<file path="src/hw/rtl/i2ctb_pkg.sv">
package i2ctb_pkg;

  // Reset value of the target address
  localparam logic [6:0] DEV_ADDR_RESET = 7'h24;
  // Byte loaded on a read that started with an empty queue
  localparam logic [7:0] JUNK_BYTE      = 8'h7f;
  // Status byte when the queue holds data
  localparam logic [7:0] STATUS_DATA    = 8'h01;

  // Bus phase, also the bus_state output code
  typedef enum logic [3:0] {
    PH_IDLE    = 4'd0,
    PH_ADDR    = 4'd1,
    PH_ACKWR   = 4'd2,
    PH_ACKRD   = 4'd3,
    PH_IGNORE  = 4'd4,
    PH_ACKDATA = 4'd5,
    PH_WRDATA  = 4'd6,
    PH_READ    = 4'd7,
    PH_ACKNACK = 4'd8
  } phase_t;

  // What the transfer does with the transmit queue
  typedef enum logic [1:0] {
    BM_UNKNOWN = 2'd0,
    BM_NOTUSED = 2'd1,
    BM_VALID   = 2'd2,
    BM_INVALID = 2'd3
  } bmode_t;

  // Classified input word
  typedef enum logic [2:0] {
    EV_NONE  = 3'd0,
    EV_START = 3'd1,
    EV_STOP  = 3'd2,
    EV_RISE  = 3'd3,
    EV_FALL  = 3'd4,
    EV_PUSH  = 3'd5
  } evt_kind_t;

  typedef struct packed {
    evt_kind_t   kind;
    logic        sda;
    logic [7:0]  data;
  } evt_t;

  // One result word
  typedef struct packed {
    logic        sda_release;
    logic        rx_valid;
    logic [7:0]  rx_byte;
    logic        rx_clear;
    logic        loaded_valid;
    logic [7:0]  loaded_byte;
    logic [3:0]  bus_state;
    logic [4:0]  tx_count;
    logic        push_dropped;
  } result_t;

endpackage

</file>
<file path="src/hw/rtl/i2ctb_ram.sv">
module i2ctb_ram #(
  parameter int WIDTH = 8,
  parameter int DEPTH = 16
) (
  input  logic                     clk,
  input  logic                     we,
  input  logic [$clog2(DEPTH)-1:0] waddr,
  input  logic [WIDTH-1:0]         wdata,
  input  logic [$clog2(DEPTH)-1:0] raddr,
  output logic [WIDTH-1:0]         rdata
);

  logic [WIDTH-1:0] mem [DEPTH];

  // One write port, one registered read port (old data on collision)
  always_ff @(posedge clk) begin
    if (we) begin
      mem[waddr] <= wdata;
    end
    rdata <= mem[raddr];
  end

endmodule

</file>
<file path="src/hw/rtl/i2ctb_fifo.sv">
module i2ctb_fifo #(
  parameter int WIDTH = 8,
  parameter int DEPTH = 2
) (
  input  logic             clk,
  input  logic             rst,
  input  logic             wr_en,
  input  logic [WIDTH-1:0] wr_data,
  output logic             full,
  input  logic             rd_en,
  output logic [WIDTH-1:0] rd_data,
  output logic             empty
);

  // DEPTH is a power of two so the pointers wrap on their own
  localparam int AW = $clog2(DEPTH);

  logic [WIDTH-1:0] slots [DEPTH];
  logic [AW-1:0]    wr_ptr;
  logic [AW-1:0]    rd_ptr;
  logic [AW:0]      count;
  logic             do_wr;
  logic             do_rd;

  assign full    = (count == (AW+1)'(DEPTH));
  assign empty   = (count == '0);
  assign do_wr   = wr_en && !full;
  assign do_rd   = rd_en && !empty;
  assign rd_data = slots[rd_ptr];

  // Pointers and count
  always_ff @(posedge clk) begin
    if (rst) begin
      wr_ptr <= '0;
      rd_ptr <= '0;
      count  <= '0;
    end else begin
      if (do_wr) begin
        wr_ptr <= wr_ptr + AW'(1);
      end
      if (do_rd) begin
        rd_ptr <= rd_ptr + AW'(1);
      end
      if (do_wr && !do_rd) begin
        count <= count + (AW+1)'(1);
      end else if (do_rd && !do_wr) begin
        count <= count - (AW+1)'(1);
      end
    end
  end

  // Storage
  always_ff @(posedge clk) begin
    if (do_wr) begin
      slots[wr_ptr] <= wr_data;
    end
  end

endmodule

</file>
<file path="src/hw/rtl/i2ctb_front.sv">
module i2ctb_front
  import i2ctb_pkg::*;
(
  input  logic       clk,
  input  logic       rst,
  input  logic       accept,
  input  logic       op,
  input  logic       scl_level,
  input  logic       sda_level,
  input  logic [7:0] push_byte,
  output evt_t       evt
);

  // Line history, idle high
  logic prev_scl;
  logic prev_sda;

  // Classify against the previous sample
  always_comb begin
    evt.sda  = sda_level;
    evt.data = push_byte;
    if (op) begin
      evt.kind = EV_PUSH;
    end else if (scl_level && (sda_level != prev_sda)) begin
      evt.kind = sda_level ? EV_STOP : EV_START;
    end else if (scl_level != prev_scl) begin
      evt.kind = scl_level ? EV_RISE : EV_FALL;
    end else begin
      evt.kind = EV_NONE;
    end
  end

  // Pushes leave the history alone
  always_ff @(posedge clk) begin
    if (rst) begin
      prev_scl <= 1'b1;
      prev_sda <= 1'b1;
    end else if (accept && !op) begin
      prev_scl <= scl_level;
      prev_sda <= sda_level;
    end
  end

endmodule

</file>
<file path="src/hw/rtl/i2ctb_engine.sv">
module i2ctb_engine
  import i2ctb_pkg::*;
#(
  parameter int TX_DEPTH = 16
) (
  input  logic       clk,
  input  logic       rst,
  input  logic [6:0] device_address,
  input  logic       evt_valid,
  input  evt_t       evt,
  output logic       evt_take,
  input  logic       res_full,
  output logic       res_push,
  output result_t    res
);

  localparam int AW = $clog2(TX_DEPTH);
  localparam int CW = $clog2(TX_DEPTH + 1);
  localparam int SW = CW + 1;

  // Bus state
  phase_t      phase, phase_next;
  bmode_t      bmode, bmode_next;
  logic [2:0]  bit_index, bit_index_next;
  logic [6:0]  address_shift, address_shift_next;
  logic [7:0]  data_shift, data_shift_next;
  logic        sda_drive, sda_drive_next;

  // Transmit queue control
  logic [AW-1:0] tx_head, tx_head_next;
  logic [CW-1:0] tx_fill, tx_fill_next;
  logic [AW-1:0] head_inc;
  logic [SW-1:0] tail_sum;
  logic [AW-1:0] tail_addr;
  logic          q_we;
  logic [7:0]    head_byte;
  logic [7:0]    ram_rdata;
  logic          byp;
  logic [7:0]    byp_data;

  // Result fields
  logic       rxv, rxc, ldv, drop;
  logic [7:0] rxb, ldb;

  assign evt_take = evt_valid && !res_full;
  assign res_push = evt_take;

  // Queue addressing; sum stays below twice the depth
  assign head_inc = (tx_head == AW'(TX_DEPTH - 1)) ? '0 : tx_head + AW'(1);
  always_comb begin
    tail_sum = SW'(tx_head) + SW'(tx_fill);
    if (tail_sum >= SW'(TX_DEPTH)) begin
      tail_sum = tail_sum - SW'(TX_DEPTH);
    end
  end
  assign tail_addr = AW'(tail_sum);
  assign head_byte = byp ? byp_data : ram_rdata;

  // Read port always tracks the next head
  i2ctb_ram #(
    .WIDTH (8),
    .DEPTH (TX_DEPTH)
  ) u_txq (
    .clk   (clk),
    .we    (q_we),
    .waddr (tail_addr),
    .wdata (evt.data),
    .raddr (tx_head_next),
    .rdata (ram_rdata)
  );

  // Next state and result
  always_comb begin
    phase_next         = phase;
    bmode_next         = bmode;
    bit_index_next     = bit_index;
    address_shift_next = address_shift;
    data_shift_next    = data_shift;
    sda_drive_next     = sda_drive;
    tx_head_next       = tx_head;
    tx_fill_next       = tx_fill;
    q_we               = 1'b0;
    rxv                = 1'b0;
    rxb                = '0;
    rxc                = 1'b0;
    ldv                = 1'b0;
    ldb                = '0;
    drop               = 1'b0;

    if (evt_take) begin
      case (evt.kind)
        EV_PUSH: begin
          if (tx_fill == CW'(TX_DEPTH)) begin
            drop = 1'b1;
          end else begin
            q_we         = 1'b1;
            tx_fill_next = tx_fill + CW'(1);
          end
        end
        EV_START: begin
          phase_next         = PH_ADDR;
          bit_index_next     = 3'd7;
          address_shift_next = '0;
          bmode_next         = BM_UNKNOWN;
        end
        EV_STOP: begin
          if (bmode == BM_VALID) begin
            tx_head_next = '0;
            tx_fill_next = '0;
          end
          phase_next = PH_IDLE;
        end
        EV_RISE: begin
          case (phase)
            PH_ADDR: begin
              if (bit_index != 3'd0) begin
                address_shift_next = {address_shift[5:0], evt.sda};
              end else if (address_shift == device_address && evt.sda) begin
                phase_next = PH_ACKRD;
                bmode_next = (tx_fill == '0) ? BM_INVALID : BM_VALID;
              end else if (address_shift == device_address) begin
                phase_next = PH_ACKWR;
                bmode_next = BM_NOTUSED;
              end else begin
                phase_next = PH_IGNORE;
              end
              bit_index_next = bit_index - 3'd1;
            end
            PH_IGNORE: begin
              phase_next = PH_IDLE;
            end
            PH_ACKRD, PH_ACKWR: begin
              bit_index_next = 3'd7;
              if (bmode == BM_INVALID || bmode == BM_VALID) begin
                data_shift_next = (bmode == BM_VALID) ? STATUS_DATA : 8'h00;
                ldv             = 1'b1;
                ldb             = data_shift_next;
                phase_next      = PH_READ;
              end else begin
                data_shift_next = '0;
                phase_next      = PH_WRDATA;
                rxc             = 1'b1;
              end
            end
            PH_WRDATA: begin
              data_shift_next = {data_shift[6:0], evt.sda};
              if (bit_index == 3'd0) begin
                phase_next = PH_ACKDATA;
              end else begin
                bit_index_next = bit_index - 3'd1;
              end
            end
            PH_ACKDATA: begin
              rxv             = 1'b1;
              rxb             = data_shift;
              data_shift_next = '0;
              bit_index_next  = 3'd7;
              phase_next      = PH_WRDATA;
            end
            PH_ACKNACK: begin
              if (evt.sda) begin
                // NACK ends the read
                phase_next = PH_IDLE;
                if (bmode == BM_VALID) begin
                  tx_head_next = '0;
                  tx_fill_next = '0;
                end
              end else begin
                phase_next     = PH_READ;
                bit_index_next = 3'd7;
                if (bmode == BM_INVALID) begin
                  data_shift_next = JUNK_BYTE;
                end else if (tx_fill == '0) begin
                  data_shift_next = 8'h00;
                end else begin
                  data_shift_next = head_byte;
                  tx_head_next    = head_inc;
                  tx_fill_next    = tx_fill - CW'(1);
                end
                ldv = 1'b1;
                ldb = data_shift_next;
              end
            end
            PH_READ: begin
              if (bit_index == 3'd0) begin
                phase_next = PH_ACKNACK;
              end else begin
                bit_index_next = bit_index - 3'd1;
              end
            end
            default: begin
            end
          endcase
        end
        EV_FALL: begin
          case (phase)
            PH_IGNORE, PH_WRDATA, PH_ACKNACK: begin
              sda_drive_next = 1'b1;
            end
            PH_ACKRD, PH_ACKWR, PH_ACKDATA: begin
              sda_drive_next = 1'b0;
            end
            PH_READ: begin
              sda_drive_next = (bmode == BM_INVALID) ? 1'b0 : data_shift[bit_index];
            end
            default: begin
            end
          endcase
        end
        default: begin
        end
      endcase
    end

    res.sda_release  = sda_drive_next;
    res.rx_valid     = rxv;
    res.rx_byte      = rxb;
    res.rx_clear     = rxc;
    res.loaded_valid = ldv;
    res.loaded_byte  = ldb;
    res.bus_state    = phase_next;
    res.tx_count     = 5'(tx_fill_next);
    res.push_dropped = drop;
  end

  // State registers
  always_ff @(posedge clk) begin
    if (rst) begin
      phase         <= PH_IDLE;
      bmode         <= BM_UNKNOWN;
      bit_index     <= '0;
      address_shift <= '0;
      data_shift    <= '0;
      sda_drive     <= 1'b1;
      tx_head       <= '0;
      tx_fill       <= '0;
      byp           <= 1'b0;
    end else begin
      phase         <= phase_next;
      bmode         <= bmode_next;
      bit_index     <= bit_index_next;
      address_shift <= address_shift_next;
      data_shift    <= data_shift_next;
      sda_drive     <= sda_drive_next;
      tx_head       <= tx_head_next;
      tx_fill       <= tx_fill_next;
      byp           <= q_we && (tail_addr == tx_head_next);
    end
  end

  // Write into the slot being read: forward it
  always_ff @(posedge clk) begin
    byp_data <= evt.data;
  end

endmodule

</file>
<file path="src/hw/rtl/i2c_target_byte_bridge.sv">
// I2C target with a 7-bit address. Every input word is either one sample of
// SCL/SDA (op = 0) or a byte pushed into the transmit queue (op = 1); every
// accepted word yields exactly one result word. A new word is taken every
// clock cycle while full is low. Words are classified as they are accepted
// into a two-word event queue; the bus engine takes an event when the result
// queue has room and writes its result into a two-word result queue. full
// rises only when results are not being popped and both small queues fill
// (four words in flight). The transmit queue is a TX_DEPTH x 8 RAM with a
// registered read that always prefetches the head byte, so no clearing pass
// is needed after reset. device_address resets to 0x24 and is written through
// cfg_valid/cfg_ready (always ready); the user must write it only while the
// block is idle, the block itself does not enforce this. sda_release is the
// open-drain drive: 1 leaves the line released, 0 pulls it low.
module i2c_target_byte_bridge
  import i2ctb_pkg::*;
#(
  parameter int TX_DEPTH = 16
) (
  input  logic       clk,
  input  logic       rst,
  // input queue side
  input  logic       push,
  output logic       full,
  input  logic       op,
  input  logic       scl_level,
  input  logic       sda_level,
  input  logic [7:0] push_byte,
  // result queue side
  output logic       empty,
  input  logic       pop,
  output logic       sda_release,
  output logic       rx_valid,
  output logic [7:0] rx_byte,
  output logic       rx_clear,
  output logic       loaded_valid,
  output logic [7:0] loaded_byte,
  output logic [3:0] bus_state,
  output logic [4:0] tx_count,
  output logic       push_dropped,
  // address register write
  input  logic       cfg_valid,
  output logic       cfg_ready,
  input  logic [6:0] cfg_data
);

  logic       in_accept;
  evt_t       evt_in;
  evt_t       evt_q;
  logic       evt_empty;
  logic       evt_take;
  logic       res_full;
  logic       res_push;
  result_t    res_word;
  result_t    res_out;
  logic [6:0] device_address;
  logic [$bits(evt_t)-1:0]    evt_rd;
  logic [$bits(result_t)-1:0] res_rd;

  assign in_accept = push && !full;
  assign cfg_ready = 1'b1;

  // Address register
  always_ff @(posedge clk) begin
    if (rst) begin
      device_address <= DEV_ADDR_RESET;
    end else if (cfg_valid && cfg_ready) begin
      device_address <= cfg_data;
    end
  end

  // Front: line history and event classification
  i2ctb_front u_front (
    .clk       (clk),
    .rst       (rst),
    .accept    (in_accept),
    .op        (op),
    .scl_level (scl_level),
    .sda_level (sda_level),
    .push_byte (push_byte),
    .evt       (evt_in)
  );

  // Event queue between front and engine
  i2ctb_fifo #(
    .WIDTH ($bits(evt_t)),
    .DEPTH (2)
  ) u_evt_q (
    .clk     (clk),
    .rst     (rst),
    .wr_en   (push),
    .wr_data (evt_in),
    .full    (full),
    .rd_en   (evt_take),
    .rd_data (evt_rd),
    .empty   (evt_empty)
  );

  assign evt_q = evt_t'(evt_rd);

  // Bus engine and transmit queue
  i2ctb_engine #(
    .TX_DEPTH (TX_DEPTH)
  ) u_engine (
    .clk            (clk),
    .rst            (rst),
    .device_address (device_address),
    .evt_valid      (!evt_empty),
    .evt            (evt_q),
    .evt_take       (evt_take),
    .res_full       (res_full),
    .res_push       (res_push),
    .res            (res_word)
  );

  // Result queue
  i2ctb_fifo #(
    .WIDTH ($bits(result_t)),
    .DEPTH (2)
  ) u_res_q (
    .clk     (clk),
    .rst     (rst),
    .wr_en   (res_push),
    .wr_data (res_word),
    .full    (res_full),
    .rd_en   (pop),
    .rd_data (res_rd),
    .empty   (empty)
  );

  assign res_out      = result_t'(res_rd);
  assign sda_release  = res_out.sda_release;
  assign rx_valid     = res_out.rx_valid;
  assign rx_byte      = res_out.rx_byte;
  assign rx_clear     = res_out.rx_clear;
  assign loaded_valid = res_out.loaded_valid;
  assign loaded_byte  = res_out.loaded_byte;
  assign bus_state    = res_out.bus_state;
  assign tx_count     = res_out.tx_count;
  assign push_dropped = res_out.push_dropped;

  // A received byte always lands back in the write-data phase
  a_rx_phase: assert property (@(posedge clk) disable iff (rst)
    (!empty && rx_valid) |-> (bus_state == PH_WRDATA))
    else $error("rx_valid outside write data phase");

  // A loaded byte always starts the read phase
  a_ld_phase: assert property (@(posedge clk) disable iff (rst)
    (!empty && loaded_valid) |-> (bus_state == PH_READ))
    else $error("loaded_valid outside read phase");

  // A dropped push only happens on a full queue
  a_drop_full: assert property (@(posedge clk) disable iff (rst)
    (!empty && push_dropped) |-> (tx_count == 5'(TX_DEPTH)))
    else $error("push dropped while queue not full");

  // One word cannot both receive and load a byte
  a_rx_ld_excl: assert property (@(posedge clk) disable iff (rst)
    !empty |-> !(rx_valid && loaded_valid))
    else $error("rx and load in one result");

endmodule

</file>
<file path="config.mk">
export PLATFORM = sky130hd
export DESIGN_NAME = i2c_target_byte_bridge
export DESIGN_NICKNAME = d
export VERILOG_FILES = /design/src/hw/rtl/i2ctb_pkg.sv /design/src/hw/rtl/i2ctb_ram.sv /design/src/hw/rtl/i2ctb_fifo.sv /design/src/hw/rtl/i2ctb_front.sv /design/src/hw/rtl/i2ctb_engine.sv /design/src/hw/rtl/i2c_target_byte_bridge.sv
export SDC_FILE = /design/constraint.sdc
export NUM_CORES = 1
export LEC_CHECK = 0
export BUFFER_PORTS_ARGS = -buffer_cell sky130_fd_sc_hd__buf_2
export CORE_MARGIN = 2
export CORE_UTILIZATION = 53
export CTS_CLUSTER_DIAMETER = 30
export DETAILED_ROUTE_END_ITERATION = 10
export PLACE_DENSITY = 0.67
export SLEW_MARGIN = 20
export SYNTH_ARGS = -nofsm -noshare
export SYNTH_HDL_FRONTEND = slang
export SYNTH_SLANG_ARGS = --single-unit
</file>
<file path="constraint.sdc">
create_clock -name clk -period 3.4 [get_ports clk]
set_input_delay 0.85 -clock clk [delete_from_list [all_inputs] [get_ports clk]]
set_output_delay 0.85 -clock clk [all_outputs]
set_load 0.005 [all_outputs]
</file>
# Word-level counts from Yosys, hierarchy flattened
# Memories as Yosys holds them, arrays and structs flattened. A register that Yosys moved wholly into a read port is not among the register bits.
# Cells that the tools add are included.
[classes] addsub=14 n_lt_le_gt_ge=2 n_eq_ne=31 n_mux=97 n_reduce_logical=40
[op_table] op="2-to-1 mux 8 bit" count=11
[op_table] op="2-to-1 mux 4 bit" count=13
[op_table] op="2-to-1 mux 5 bit" count=7
[op_table] op="2-to-1 mux 1 bit" count=34
[op_table] op="case mux 8 bit (4 select lines)" count=1
[op_table] op="case mux 4 bit (7 select lines)" count=1
[op_table] op="2-to-1 mux 3 bit" count=8
[op_table] op="2-to-1 mux 2 bit" count=9
[op_table] op="== test 4 x 3 -> 1 bit (second input constant)" count=4
[op_table] op="case mux 8 bit (2 select lines)" count=1
[op_table] op="case mux 5 bit (3 select lines)" count=1
[op_table] op="2-to-1 mux 7 bit" count=2
[op_table] op="case mux 7 bit (2 select lines)" count=1
[op_table] op="logical AND 1 bit" count=13
[op_table] op="case mux 3 bit (4 select lines)" count=1
[op_table] op="case mux 4 bit (3 select lines)" count=1
[op_table] op="AND reduction 5 bit" count=2
[op_table] op="zero test 1 bit" count=9
[op_table] op="== test 2 bit (second input constant)" count=4
[op_table] op="== test 4 x 2 -> 1 bit (second input constant)" count=2
[op_table] op="== test 4 bit (second input constant)" count=2
[op_table] op="case mux 4 bit (2 select lines)" count=1
[op_table] op="AND reduction 4 bit" count=2
[op_table] op="== test 7 bit" count=1
[op_table] op="37 further kinds" count=53
[word_totals] register_bits=60 ram_bits=212 in_bits=23 n_memories=3
[memory_table] memory="u_engine.u_txq.mem" words=16 word_bits=8 read_ports=1 rd_ports_with_merged_regs=1 wr=1 line_no="i2ctb_ram.sv:13" text="logic [WIDTH-1:0] mem [DEPTH];"
[memory_table] memory="u_res_q.slots" words=2 word_bits=30 read_ports=1 rd_ports_with_merged_regs=1 wr=1 line_no="i2ctb_fifo.sv:18" text="logic [WIDTH-1:0] slots [DEPTH];"
[memory_table] memory="u_evt_q.slots" words=2 word_bits=12 read_ports=1 rd_ports_with_merged_regs=1 wr=1 line_no="i2ctb_fifo.sv:18"

# Depth between registers and ports, before layout
# Gate-level depths: netlist of run 1.
[depth] ltp_word=10 mapped_depth=14

# Hierarchy
# From an unflattened synthesis of run 1, not the netlist that was laid out.
[unflattened] cells_unflattened=875 hier_area_um2=12301.8
[by_module_without_submodules] mod="i2ctb_ram" n_inst=1 cells_per_inst=229 area_per_inst_um2=5147.4 seq_area_each_um2=4003.8
[by_module_without_submodules] mod="i2ctb_engine" n_inst=1 cells_per_inst=415 area_per_inst_um2=3220.6 seq_area_each_um2=860.8
[by_module_without_submodules] mod="i2ctb_fifo (u_res_q)" n_inst=1 cells_per_inst=118 area_per_inst_um2=2372.3 seq_area_each_um2=1901.8
[by_module_without_submodules] mod="i2ctb_fifo (u_evt_q)" n_inst=1 cells_per_inst=62 area_per_inst_um2=1078.5 seq_area_each_um2=820.8
[by_module_without_submodules] mod="i2c_target_byte_bridge" n_inst=1 cells_per_inst=26 area_per_inst_um2=276.5 seq_area_each_um2=140.1
[by_module_without_submodules] mod="i2ctb_front" n_inst=1 cells_per_inst=25 area_per_inst_um2=206.4 seq_area_each_um2=40.0

# Worst setup path after synthesis of run 1
# No wires, ideal clock.
[synth_path] path_type="reg-to-reg" start="mem u_evt_q.slots[0][11] (netlist bit)" end="reg u_engine.u_txq.rdata[1], read port of u_engine.u_txq.mem" t_arrival_ns=2.659 path_slack_ns=0.610 stages_incl_launch_ff=9 synth_period_minus_slack_ns=2.790 path_cell_list="edfxtp_1 > or3b_1 > a2111oi_4 > o211ai_1 > a31oi_2 > mux2_2 > a221oi_1 > a211o_1 > o41ai_1"
[synth_lines] item="start, declared" line_no="i2ctb_fifo.sv:18"
[synth_lines] item="end, declared" line_no="i2ctb_ram.sv:10" text="output logic [WIDTH-1:0] rdata"

==> results.json, run 1 <==
{
  "maxCapViolations": 0,
  "seq_area_um2": 7767,
  "synthArstFlopShare": 0,
  "fmax_mhz": 318.4,
  "p_leak_nw": 5.393,
  "postCtsSetupBuffers": 0,
  "synthTopCellsByCount": "edfxtp_1 (212), nor2_1 (92), nand2_1 (91), dfxtp_1 (70), a21oi_1 (63)",
  "critPathBufInv": 0,
  "io_pins": 56,
  "netlist_instances": 992,
  "clock_sinks": 282,
  "dpl_cell_area_um2": 13110,
  "clockBufferDepth": 3,
  "cp-start-kind": "flip-flop",
  "finClkSkew_ns": 0.01548,
  "fillCellCount": 1707,
  "max_slew_margin": 0.3412,
  "slowest_delay_ns": 0.55,
  "hpwlAfterDp_um": 19230,
  "totalNegativeSetupSlack_ns": 0,
  "timing.critical_path.to_type": "flip-flop",
  "cts_root_buf": "clkbuf_16",
  "drc": 0,
  "drt_wl_total_um": 28240,
  "finalWorstSetupSlack_ns": 0.2593,
  "path_clk_slew_ns": 0.06,
  "worst_path_most_repeated_cell": "o221ai_1",
  "area_growth_pct": 21.30,
  "cts_resized": 0,
  "die_h_um": 156.1,
  "wl_per_cell_um": 19.81,
  "ir_worst_vdd_mv": 0.5592,
  "cp-endpoint": "u_engine.u_txq.rdata[0]",
  "crit_path_cell_trace": "or3b_1 > a2111oi_4 > nand4_1 > and3_1 > mux2_4 > o221ai_1 > o221ai_1 > a32o_1",
  "drive_gt1_frac": 0.2305,
  "fin_util": 0.6566,
  "holdWs_ns": 0.4885,
  "synth_top_cell_area_share": 0.5194,
  "htree_levels": 2,
  "synth_cell_type_count": 78,
  "cts_tree": "yes",
  "crit_required_ns": 3.83,
  "synth_area_um2": 12260,
  "synth-main-ff-cell": "edfxtp_1",
  "vias": 8450,
  "antenna_left": 0,
  "syn-mean-instance-area_um2": 12.35,
  "clock_latency_ns": 0.55,
  "finalCriticalPeriod_ns": 3.141,
  "crit_fanout": 11,
  "firstDrtPassIters": 5,
  "crit_arrival_ns": 3.57,
  "grt_max_degree": 43,
  "die_w_um": 156.1,
  "netlist.top_cell.by_area": "edfxtp_1",
  "num_rows": 55,
  "preCtsSetupSlack_ns": 0.2820,
  "multi_input_comb_area_um2": 4219,
  "design.core.area_um2": 22640,
  "finalHoldViolCount": 0,
  "final_net_count": 1134,
  "crit_family": "compound AO/OA/AOI/OAI gates",
  "min-delay-path-class": "in -> reg",
  "critPathKind": "reg -> reg",
  "grt_use_total": 0.2341,
  "synth_edf_count": 212,
  "synth_fp_nets": 1026,
  "reg2reg_to": "u_engine.u_txq.rdata[0]",
  "r2r_cells": 8,
  "finish.instance_area_um2": 14870,
  "gp_congestion": 0.8969,
  "dieArea_um2": 24360,
  "drt_iter0_markers": 623,
  "grt.overflow.total": 0,
  "status": "finished clean",
  "buffer_ports.inserted": 54,
  "grt_antenna_before_repair": 0,
  "power.density_nw_per_um2": 752.8,
  "critPathSlowestCell": "a2111oi_4",
  "cts_buffers": 49,
  "grt_pass1_wl_um": 44440,
  "synth-seq-area-share": 0.6338,
  "worst_pin_slew_ns": 0.9817,
  "r2r_setup_slack_ns": 0.26,
  "finalMaxSlewViolations": 0,
  "setup_violations": 0,
  "synth_area_leaders": "edfxtp_1 (52%), dfxtp_1 (11%), mux2_2 (4.5%), nor2_1 (2.8%), nand2_1 (2.8%)",
  "synth-warning-count": 0,
  "worst-path-stages": 8,
  "synth_most_common_cell": "edfxtp_1",
  "initial_core_util": 0.5413,
  "ys_ff_latch": 282,
  "rsz0062_at_grt": "no",
  "diodes": 0,
  "vias_per_cell": 5.926,
  "grt_pass1_vias": 8357,
  "min_period_over_period": 0.9237,
  "hold_buffers": 0
}
## power breakdown
part | leakage [nW] | total (mW) | switching, mW | internal (mW)
logic | 2.03 | 1.66 | 0.974 | 0.690
registers | 2.51 | 4.46 | 0.156 | 4.30
clock network | 0.845 | 5.07 | 1.94 | 3.14
total | 5.39 | 11.2 | 3.07 | 8.13
## routing by layer
layer  vias to the layer above  share of wire  track usage  wire [µm]
met1                      4088           0.42       0.3118      12000
met5                         -              0            0          0
met2                       320           0.47       0.3818      13340
li1                       3976              -            -          -
met3                        66          0.076      0.05083       2159
met4                         0          0.026      0.08257        748
## worst min path at each step
stage | start | to | depth (start not counted)
final | push_byte[3] | u_evt_q.slots[0][3] | 1
after global placement | u_res_q.rd_ptr | flip-flop | 2
after floorplan | u_engine.data_shift[7] | u_engine.data_shift[7] | 2
after CTS | push_byte[6] | u_evt_q.slots[1][6] | 1
after detailed placement | u_res_q.rd_ptr | u_res_q.rd_ptr | 2
after global routing | push_byte[5] | u_evt_q.slots[0][5] | 1
## state kept, by name (all words and copies together) (netlist names), 3 cells and up, named ones only
signal and cells:
u_engine.u_txq.mem 128, u_res_q.slots 60, u_evt_q.slots 24, u_engine.byp_data 8
u_engine.data_shift 8, u_engine.u_txq.rdata 8, device_address 7, u_engine.address_shift 7
u_engine.tx_fill 5, u_engine.phase 4, u_engine.tx_head 4, u_engine.bit_index 3
## placed cells by master, fill, tap and decap left out, types with 8 or more instances in the layout
cell,instances
nand2_1,91
a211oi_1,16
and3_1,11
xnor2_1,17
mux2_2,49
a31oi_1,16
inv_6,13
ha_1,10
a21oi_1,63
nand3_1,24
inv_1,16
nor2_1,91
o21ai_0,30
edfxtp_1,212
mux2i_1,20
inv_8,8
a211o_1,16
clkbuf_16,50
buf_2,54
dfxtp_1,70
nor2b_1,23
a2bb2oi_1,8
and2_1,12
nor3_1,19
nand2b_1,8
buf_4,49
## cell type report
type	instances	share of cell area
clock inverter	41	0.03400
tap	285	0.02399
clock buffer	51	0.08442
sequential	282	0.5225
timing repair buffer	106	0.04697
inverter	17	0.004293
multi-input combinational	644	0.2838
## cell families after synthesis
logic type / after synthesis / share of synthesized area
compound gates: 221 / 0.1237
xor+xnor: 24 / 0.01715
fa+ha+maj: 12 / 0.01266
buf+inv: 66 / 0.02215
flops: 282 / 0.6338
mux: 73 / 0.06748
other cells: 1 / 0.0003060
simple gates: 313 / 0.1227
## worst reg2reg max path, delay by kind of cell, from the launching register on
family	cells	cell delay, ns
AOI/OAI and AO/OA	4	1.18
DFF	1	0.42
and+or+nand+nor	3	1.09
muxes	1	0.36
## per-stage QoR
stage	std cells	power, mW
4_1_cts	1426	11.28
6_report	1426	11.19
3_5_place_dp	1334	6.198
5_1_grt	1426	11.62
2_1_floorplan	992	5.544
3_3_place_gp	1334	6.160
Power figures use the tool's default switching activity.
==> inputs of run 2 (changes only) <==
Settings changed: PLACE_DENSITY 0.67 to 0.7.
Clock period 3.4 ns to 2.5 ns, I/O delays scaled along.
==> run 2 against run 1 <==
Effect of this change: the flow now finishes with violations (negative setup slack); sequential cell count unchanged; sequential share of layout area down 5.2 points; first-iteration DRC count up 11%; fmax up 6.6%; utilization up 7.3 points; global-route usage up 2.1 points; setup slack worse by 0.71 ns; final cell count up 9.9%; non-clock buffer count up 139; largest power group unchanged; critical path depth up 4.
==> results.json, run 2 (same netlist as run 1, synthesis figures left out) <==
{
  "status": "finished, violations left",
  "violations": "negative setup slack",
  "min_period_over_period": 1.179,
  "die_w_um": 156.1,
  "regMostFlops": "u_engine.u_txq.mem",
  "antenna_left": 0,
  "finalCriticalPeriod_ns": 2.947,
  "worstReg2RegStart": "u_evt_q.slots[0][11]",
  "finalWorstSetupSlack_ns": -0.4474,
  "firstDrtPassIters": 7,
  "p_comb_frac": 0.166,
  "htree_levels": 2,
  "hold_depth": 1,
  "area_growth_pct": 34.78,
  "final_net_count": 1275,
  "drive_gt1_frac": 0.3697,
  "cts_tree": "yes",
  "vias_per_cell": 5.887,
  "drc": 0,
  "finalHoldViolCount": 0,
  "fin_util": 0.7296,
  "setup_violations": 9,
  "cts_root_buf": "clkbuf_16",
  "layout.cells.non_filler": 1567,
  "wl_per_cell_um": 20.22,
  "reg2reg_to": "u_engine.u_txq.rdata[1]",
  "hold_buffers": 0,
  "total_power_mw": 15.62,
  "mostFrequentLayoutCell": "edfxtp_1",
  "r2r_cells": 12,
  "hold_start": "push_byte[6]",
  "worst_pin_slew_ns": 0.6483,
  "power_frac_seq": 0.387,
  "drt_iter0_markers": 692,
  "cp-start-kind": "flip-flop",
  "cts_buffers": 50,
  "grt_max_degree": 38,
  "clock_sinks": 282,
  "clockBufferDepth": 3,
  "crit_fanout": 7,
  "num_rows": 55,
  "finalMaxSlewViolations": 0,
  "design.core.area_um2": 22640,
  "die_h_um": 156.1,
  "r2r_setup_slack_ns": -0.45,
  "clock_power_share": 0.447,
  "path_clk_slew_ns": 0.06,
  "finClkSkew_ns": 0.02064,
  "top_regs": "u_engine.u_txq.mem x128, u_res_q.slots x60, u_evt_q.slots x24",
  "grt.overflow.total": 0,
  "switchingPower_mw": 4.062,
  "max_slew_margin": 0.5674,
  "power.density_nw_per_um2": 945.9,
  "vias": 9225,
  "buffer_ports.inserted": 54,
  "drt_wl_total_um": 31690,
  "clock_latency_ns": 0.55,
  "fmax_mhz": 339.3,
  "p_leak_nw": 6.237,
  "dp.cells": 1435,
  "hold_end": "u_evt_q.slots[0][6]",
  "layout_common_cells": "edfxtp_1 (212), buf_4 (160), nand2_1 (86), nor2_1 (81), dfxtp_1 (68)",
  "dieArea_um2": 24360,
  "rsz0062_at_grt": "yes",
  "grt_pass1_wl_um": 47980,
  "initial_core_util": 0.5413,
  "gp_congestion": 0.9580,
  "grt_use_total": 0.2548,
  "p_sw_frac": 0.2600,
  "grt_antenna_before_repair": 0,
  "timing.critical_path.to_type": "flip-flop",
  "internal-power_mw": 11.56,
  "grt_pass1_vias": 9001,
  "largest_reg_flops": 128,
  "hpwlAfterDp_um": 20040,
  "crit_arrival_ns": 3.39,
  "totalNegativeSetupSlack_ns": -3.385,
  "min-delay-path-class": "in -> reg",
  "critPathKind": "reg -> reg",
  "diodes": 0,
  "ir_worst_vdd_mv": 0.8267,
  "crit_required_ns": 2.94,
  "io_pins": 56,
  "maxCapViolations": 0
}
run 2: cell types whose count changed in the layout (fill, tap and decap cells not counted), sizes merged:
cell and change:
clkinv -2, clkbuf +3, clkinvlp +2, inv -5
and3 +1, bufinv +3, buf +139
run 2: how the worst max path moves through the flow:
| stage | cells past startpoint | startpoint | end | slack (ns) |
|---|---|---|---|---|
| finish | 12 | u_evt_q.slots[0][11] | u_engine.u_txq.rdata[1] | -0.45 |
| CTS | 12 | u_evt_q.slots[0][11] | u_engine.u_txq.rdata[1] | -0.27 |
| detailed placement | 12 | u_engine.phase[2] | u_engine.u_txq.rdata[6] | -0.40 |
| global placement | 10 | u_evt_q.slots[0][11] | u_engine.u_txq.rdata[7] | -0.35 |
| global route | 12 | u_evt_q.slots[0][11] | u_engine.u_txq.rdata[1] | -0.54 |
| floorplan | 9 | u_engine.phase[2] | u_engine.u_txq.rdata[2] | -0.20 |
run 2: final cells by class:
cell class	instances	area, µm²
clock buffer	54	1287
clock inverter	39	478.0
fill	1439	6122
inverter	17	63.81
multi-input combinational	645	4674
sequential	282	7770
tap	285	356.6
timing repair buffer	245	1888
run 2: per-stage QoR:
| step | setup WS, ns | area [µm²] | hold WS [ns] |
|---|---|---|---|
| final | -0.4474 | 16520 | 0.2576 |
| after detailed placement | -0.3998 | 13880 | 0.4932 |
| after global placement | -0.3516 | 13880 | 0.4886 |
| after CTS | -0.2717 | 16110 | 0.2509 |
| after floorplan | -0.1959 | 12310 | 0.4661 |
| after global routing | -0.5393 | 16520 | 0.2536 |
run 2: critical path, stage by stage (launching register included):
cell,delay [ns]
edfxtp_1,0.40
or3b_4,0.41
a2111oi_4,0.38
buf_6,0.18
buf_6,0.09
nand4_1,0.16
nand3_2,0.15
buf_6,0.16
buf_8,0.13
nand2_1,0.09
a21oi_2,0.21
o22ai_2,0.13
o41ai_2,0.35
run 2: layer usage:
metal / track usage / vias to the layer above / part of all wire
li1: - / 4258 / -
met1: 0.3247 / 4468 / 0.41
met2: 0.4284 / 394 / 0.48
met3: 0.03944 / 105 / 0.063
met4: 0.1228 / 0 / 0.045
met5: 0 / - / 0
run 2: power groups by stage:
| stage | Combinational, mW | Clock [mW] | Sequential, mW |
|---|---|---|---|
| floorplan | 1.47 | 0 | 6.08 |
| global placement | 2.47 | 0 | 6.11 |
| finish | 2.59 | 6.98 | 6.05 |
| detailed placement | 2.49 | 0 | 6.13 |
| CTS | 2.57 | 7.07 | 6.05 |
| global route | 2.83 | 7.30 | 6.10 |
run 2: what timing repair did:
action,CTS,global route
gates cloned,2,0
gates resized for setup,70,61
setup endpoints to repair,17,84
buffers inserted,19,21
pin swaps,27,32
==> inputs of run 3 (changes only) <==
Settings changed: PLACE_DENSITY 0.7 to 0.67.
Clock period 2.5 ns to 3.5 ns, I/O delays scaled along.
==> run 3 against run 2 <==
Effect of this change: the run now ends clean; clock skew fell by 0.0093 ns; register-to-register slack better by 0.74 ns; first-iteration DRC count down 4.2%; die area unchanged; combinational power decreased by 37%; critical path depth shrank 4; clock power decreased by 27%; critical path type unchanged; largest power group unchanged; highest routed layer unchanged.
==> results.json, run 3 (same netlist as run 1, synthesis figures left out) <==
{
  "clockBufferDepth": 3,
  "gp_congestion": 0.9265,
  "critPathSlowestCell": "or4b_4",
  "grt_max_degree": 43,
  "cts_root_buf": "clkbuf_16",
  "num_rows": 55,
  "drive_gt1_frac": 0.2254,
  "clock_latency_ns": 0.54,
  "antenna_left": 0,
  "preCtsSetupSlack_ns": 0.2037,
  "finalMaxSlewViolations": 0,
  "die_h_um": 156.1,
  "drc": 0,
  "top_regs": "u_engine.u_txq.mem x128, u_res_q.slots x60, u_evt_q.slots x24",
  "p_comb_frac": 0.147,
  "hold_buffers": 0,
  "critPathBufInv": 0,
  "max_slew_margin": 0.3334,
  "total_power_mw": 11.07,
  "p_sw_frac": 0.2510,
  "buffer_ports.inserted": 54,
  "htree_levels": 2,
  "layout_common_cells": "edfxtp_1 (212), nand2_1 (91), nor2_1 (90), dfxtp_1 (70), a21oi_1 (63)",
  "fmax_mhz": 312.1,
  "worst_path_most_repeated_cell": "o221ai_1",
  "largest_reg_flops": 128,
  "crit_fanout": 10,
  "grt_use_total": 0.2394,
  "io_pins": 56,
  "worst_pin_slew_ns": 0.9933,
  "finalCriticalPeriod_ns": 3.204,
  "critPathKind": "reg -> reg",
  "slowest_delay_ns": 0.59,
  "power.density_nw_per_um2": 741.7,
  "crit_arrival_ns": 3.63,
  "ir_worst_vdd_mv": 0.6045,
  "setup_violations": 0,
  "grt_antenna_before_repair": 0,
  "mostFrequentLayoutCell": "edfxtp_1",
  "vias_per_cell": 5.885,
  "dpl_cell_area_um2": 13080,
  "crit_family": "simple AND/OR/NAND/NOR gates",
  "wl_per_cell_um": 19.96,
  "die_w_um": 156.1,
  "cts_tree": "yes",
  "final_net_count": 1132,
  "path_clk_slew_ns": 0.05,
  "crit_required_ns": 3.93,
  "design.core.area_um2": 22640,
  "drt_iter0_markers": 663,
  "totalNegativeSetupSlack_ns": 0,
  "dieArea_um2": 24360,
  "grt_pass1_wl_um": 45130,
  "cts_buffers": 51,
  "hpwlAfterDp_um": 19020,
  "status": "finished clean",
  "dp.cells": 1329,
  "area_growth_pct": 21.80,
  "switchingPower_mw": 2.778,
  "firstDrtPassIters": 6,
  "finClkSkew_ns": 0.01129,
  "grt.overflow.total": 0,
  "min_period_over_period": 0.9155,
  "regMostFlops": "u_engine.u_txq.mem",
  "power_frac_seq": 0.391,
  "p_leak_nw": 5.416,
  "crit_path_cell_trace": "or4b_4 > nor4_4 > nand4_2 > and3_1 > mux2_4 > o221ai_1 > o221ai_1 > a32o_1",
  "layout.cells.non_filler": 1425,
  "finalHoldViolCount": 0,
  "holdWs_ns": 0.4981,
  "maxCapViolations": 0,
  "grt_pass1_vias": 8286,
  "internal-power_mw": 8.292,
  "initial_core_util": 0.5413,
  "rsz0062_at_grt": "no",
  "fin_util": 0.6593,
  "cp-start-kind": "flip-flop",
  "finalWorstSetupSlack_ns": 0.2959,
  "clock_sinks": 282,
  "min-delay-path-class": "reg -> reg",
  "clock_power_share": 0.461,
  "timing.critical_path.to_type": "flip-flop",
  "vias": 8386,
  "finish.instance_area_um2": 14930,
  "drt_wl_total_um": 28440,
  "diodes": 0
}
-- run 3: final cells by class --
class,instances,area [µm²]
Timing Repair Buffer,102,680.7
Clock inverter,35,439.2
Multi-Input combinational cell,644,4235
Sequential cell,282,7767
Clock buffer,60,1384
Tap cell,285,356.6
Fill cell,1705,7714
Inverter,17,63.81
-- run 3: worst paths after layout --
| path | to | slack [ns] | depth (start not counted) | startpoint |
|---|---|---|---|---|
| max | u_engine.u_txq.rdata[2] | 0.30 | 8 | u_engine.phase[0] |
| min | flip-flop | 0.50 | 2 | u_res_q.rd_ptr |
| max reg2reg | u_engine.u_txq.rdata[2] | 0.30 | 8 | u_engine.phase[0] |
| min reg2reg | flip-flop | 0.50 | 2 | u_res_q.rd_ptr |
-- run 3: repair_timing --
item | 4_1_cts | 5_1_grt
buffers inserted | 0 | 1
setup endpoints to repair | 0 | 4
gates resized for setup | 0 | 2
-- run 3: layer usage --
metal | vias up | share of wire | track usage
li1 | 3955 | - | -
met1 | 4059 | 0.44 | 0.3297
met2 | 309 | 0.47 | 0.3856
met3 | 63 | 0.064 | 0.04444
met4 | 0 | 0.025 | 0.08170
met5 | - | 0 | 0
-- run 3: worst register-to-register path, stage by stage (launching register included) --
cell and delay, ns:
dfxtp_1 0.32, or4b_4 0.59, nor4_4 0.51, nand4_2 0.20, and3_1 0.39, mux2_4 0.36
o221ai_1 0.20, o221ai_1 0.22, a32o_1 0.30
-- run 3: power by group through the flow --
stage | clock network [mW] | registers [mW] | logic (mW)
floorplan | 0 | 4.34 | 1.04
CTS | 5.16 | 4.33 | 1.65
detailed placement | 0 | 4.39 | 1.64
global placement | 0 | 4.38 | 1.62
global route | 5.32 | 4.37 | 1.81
finish | 5.11 | 4.33 | 1.63
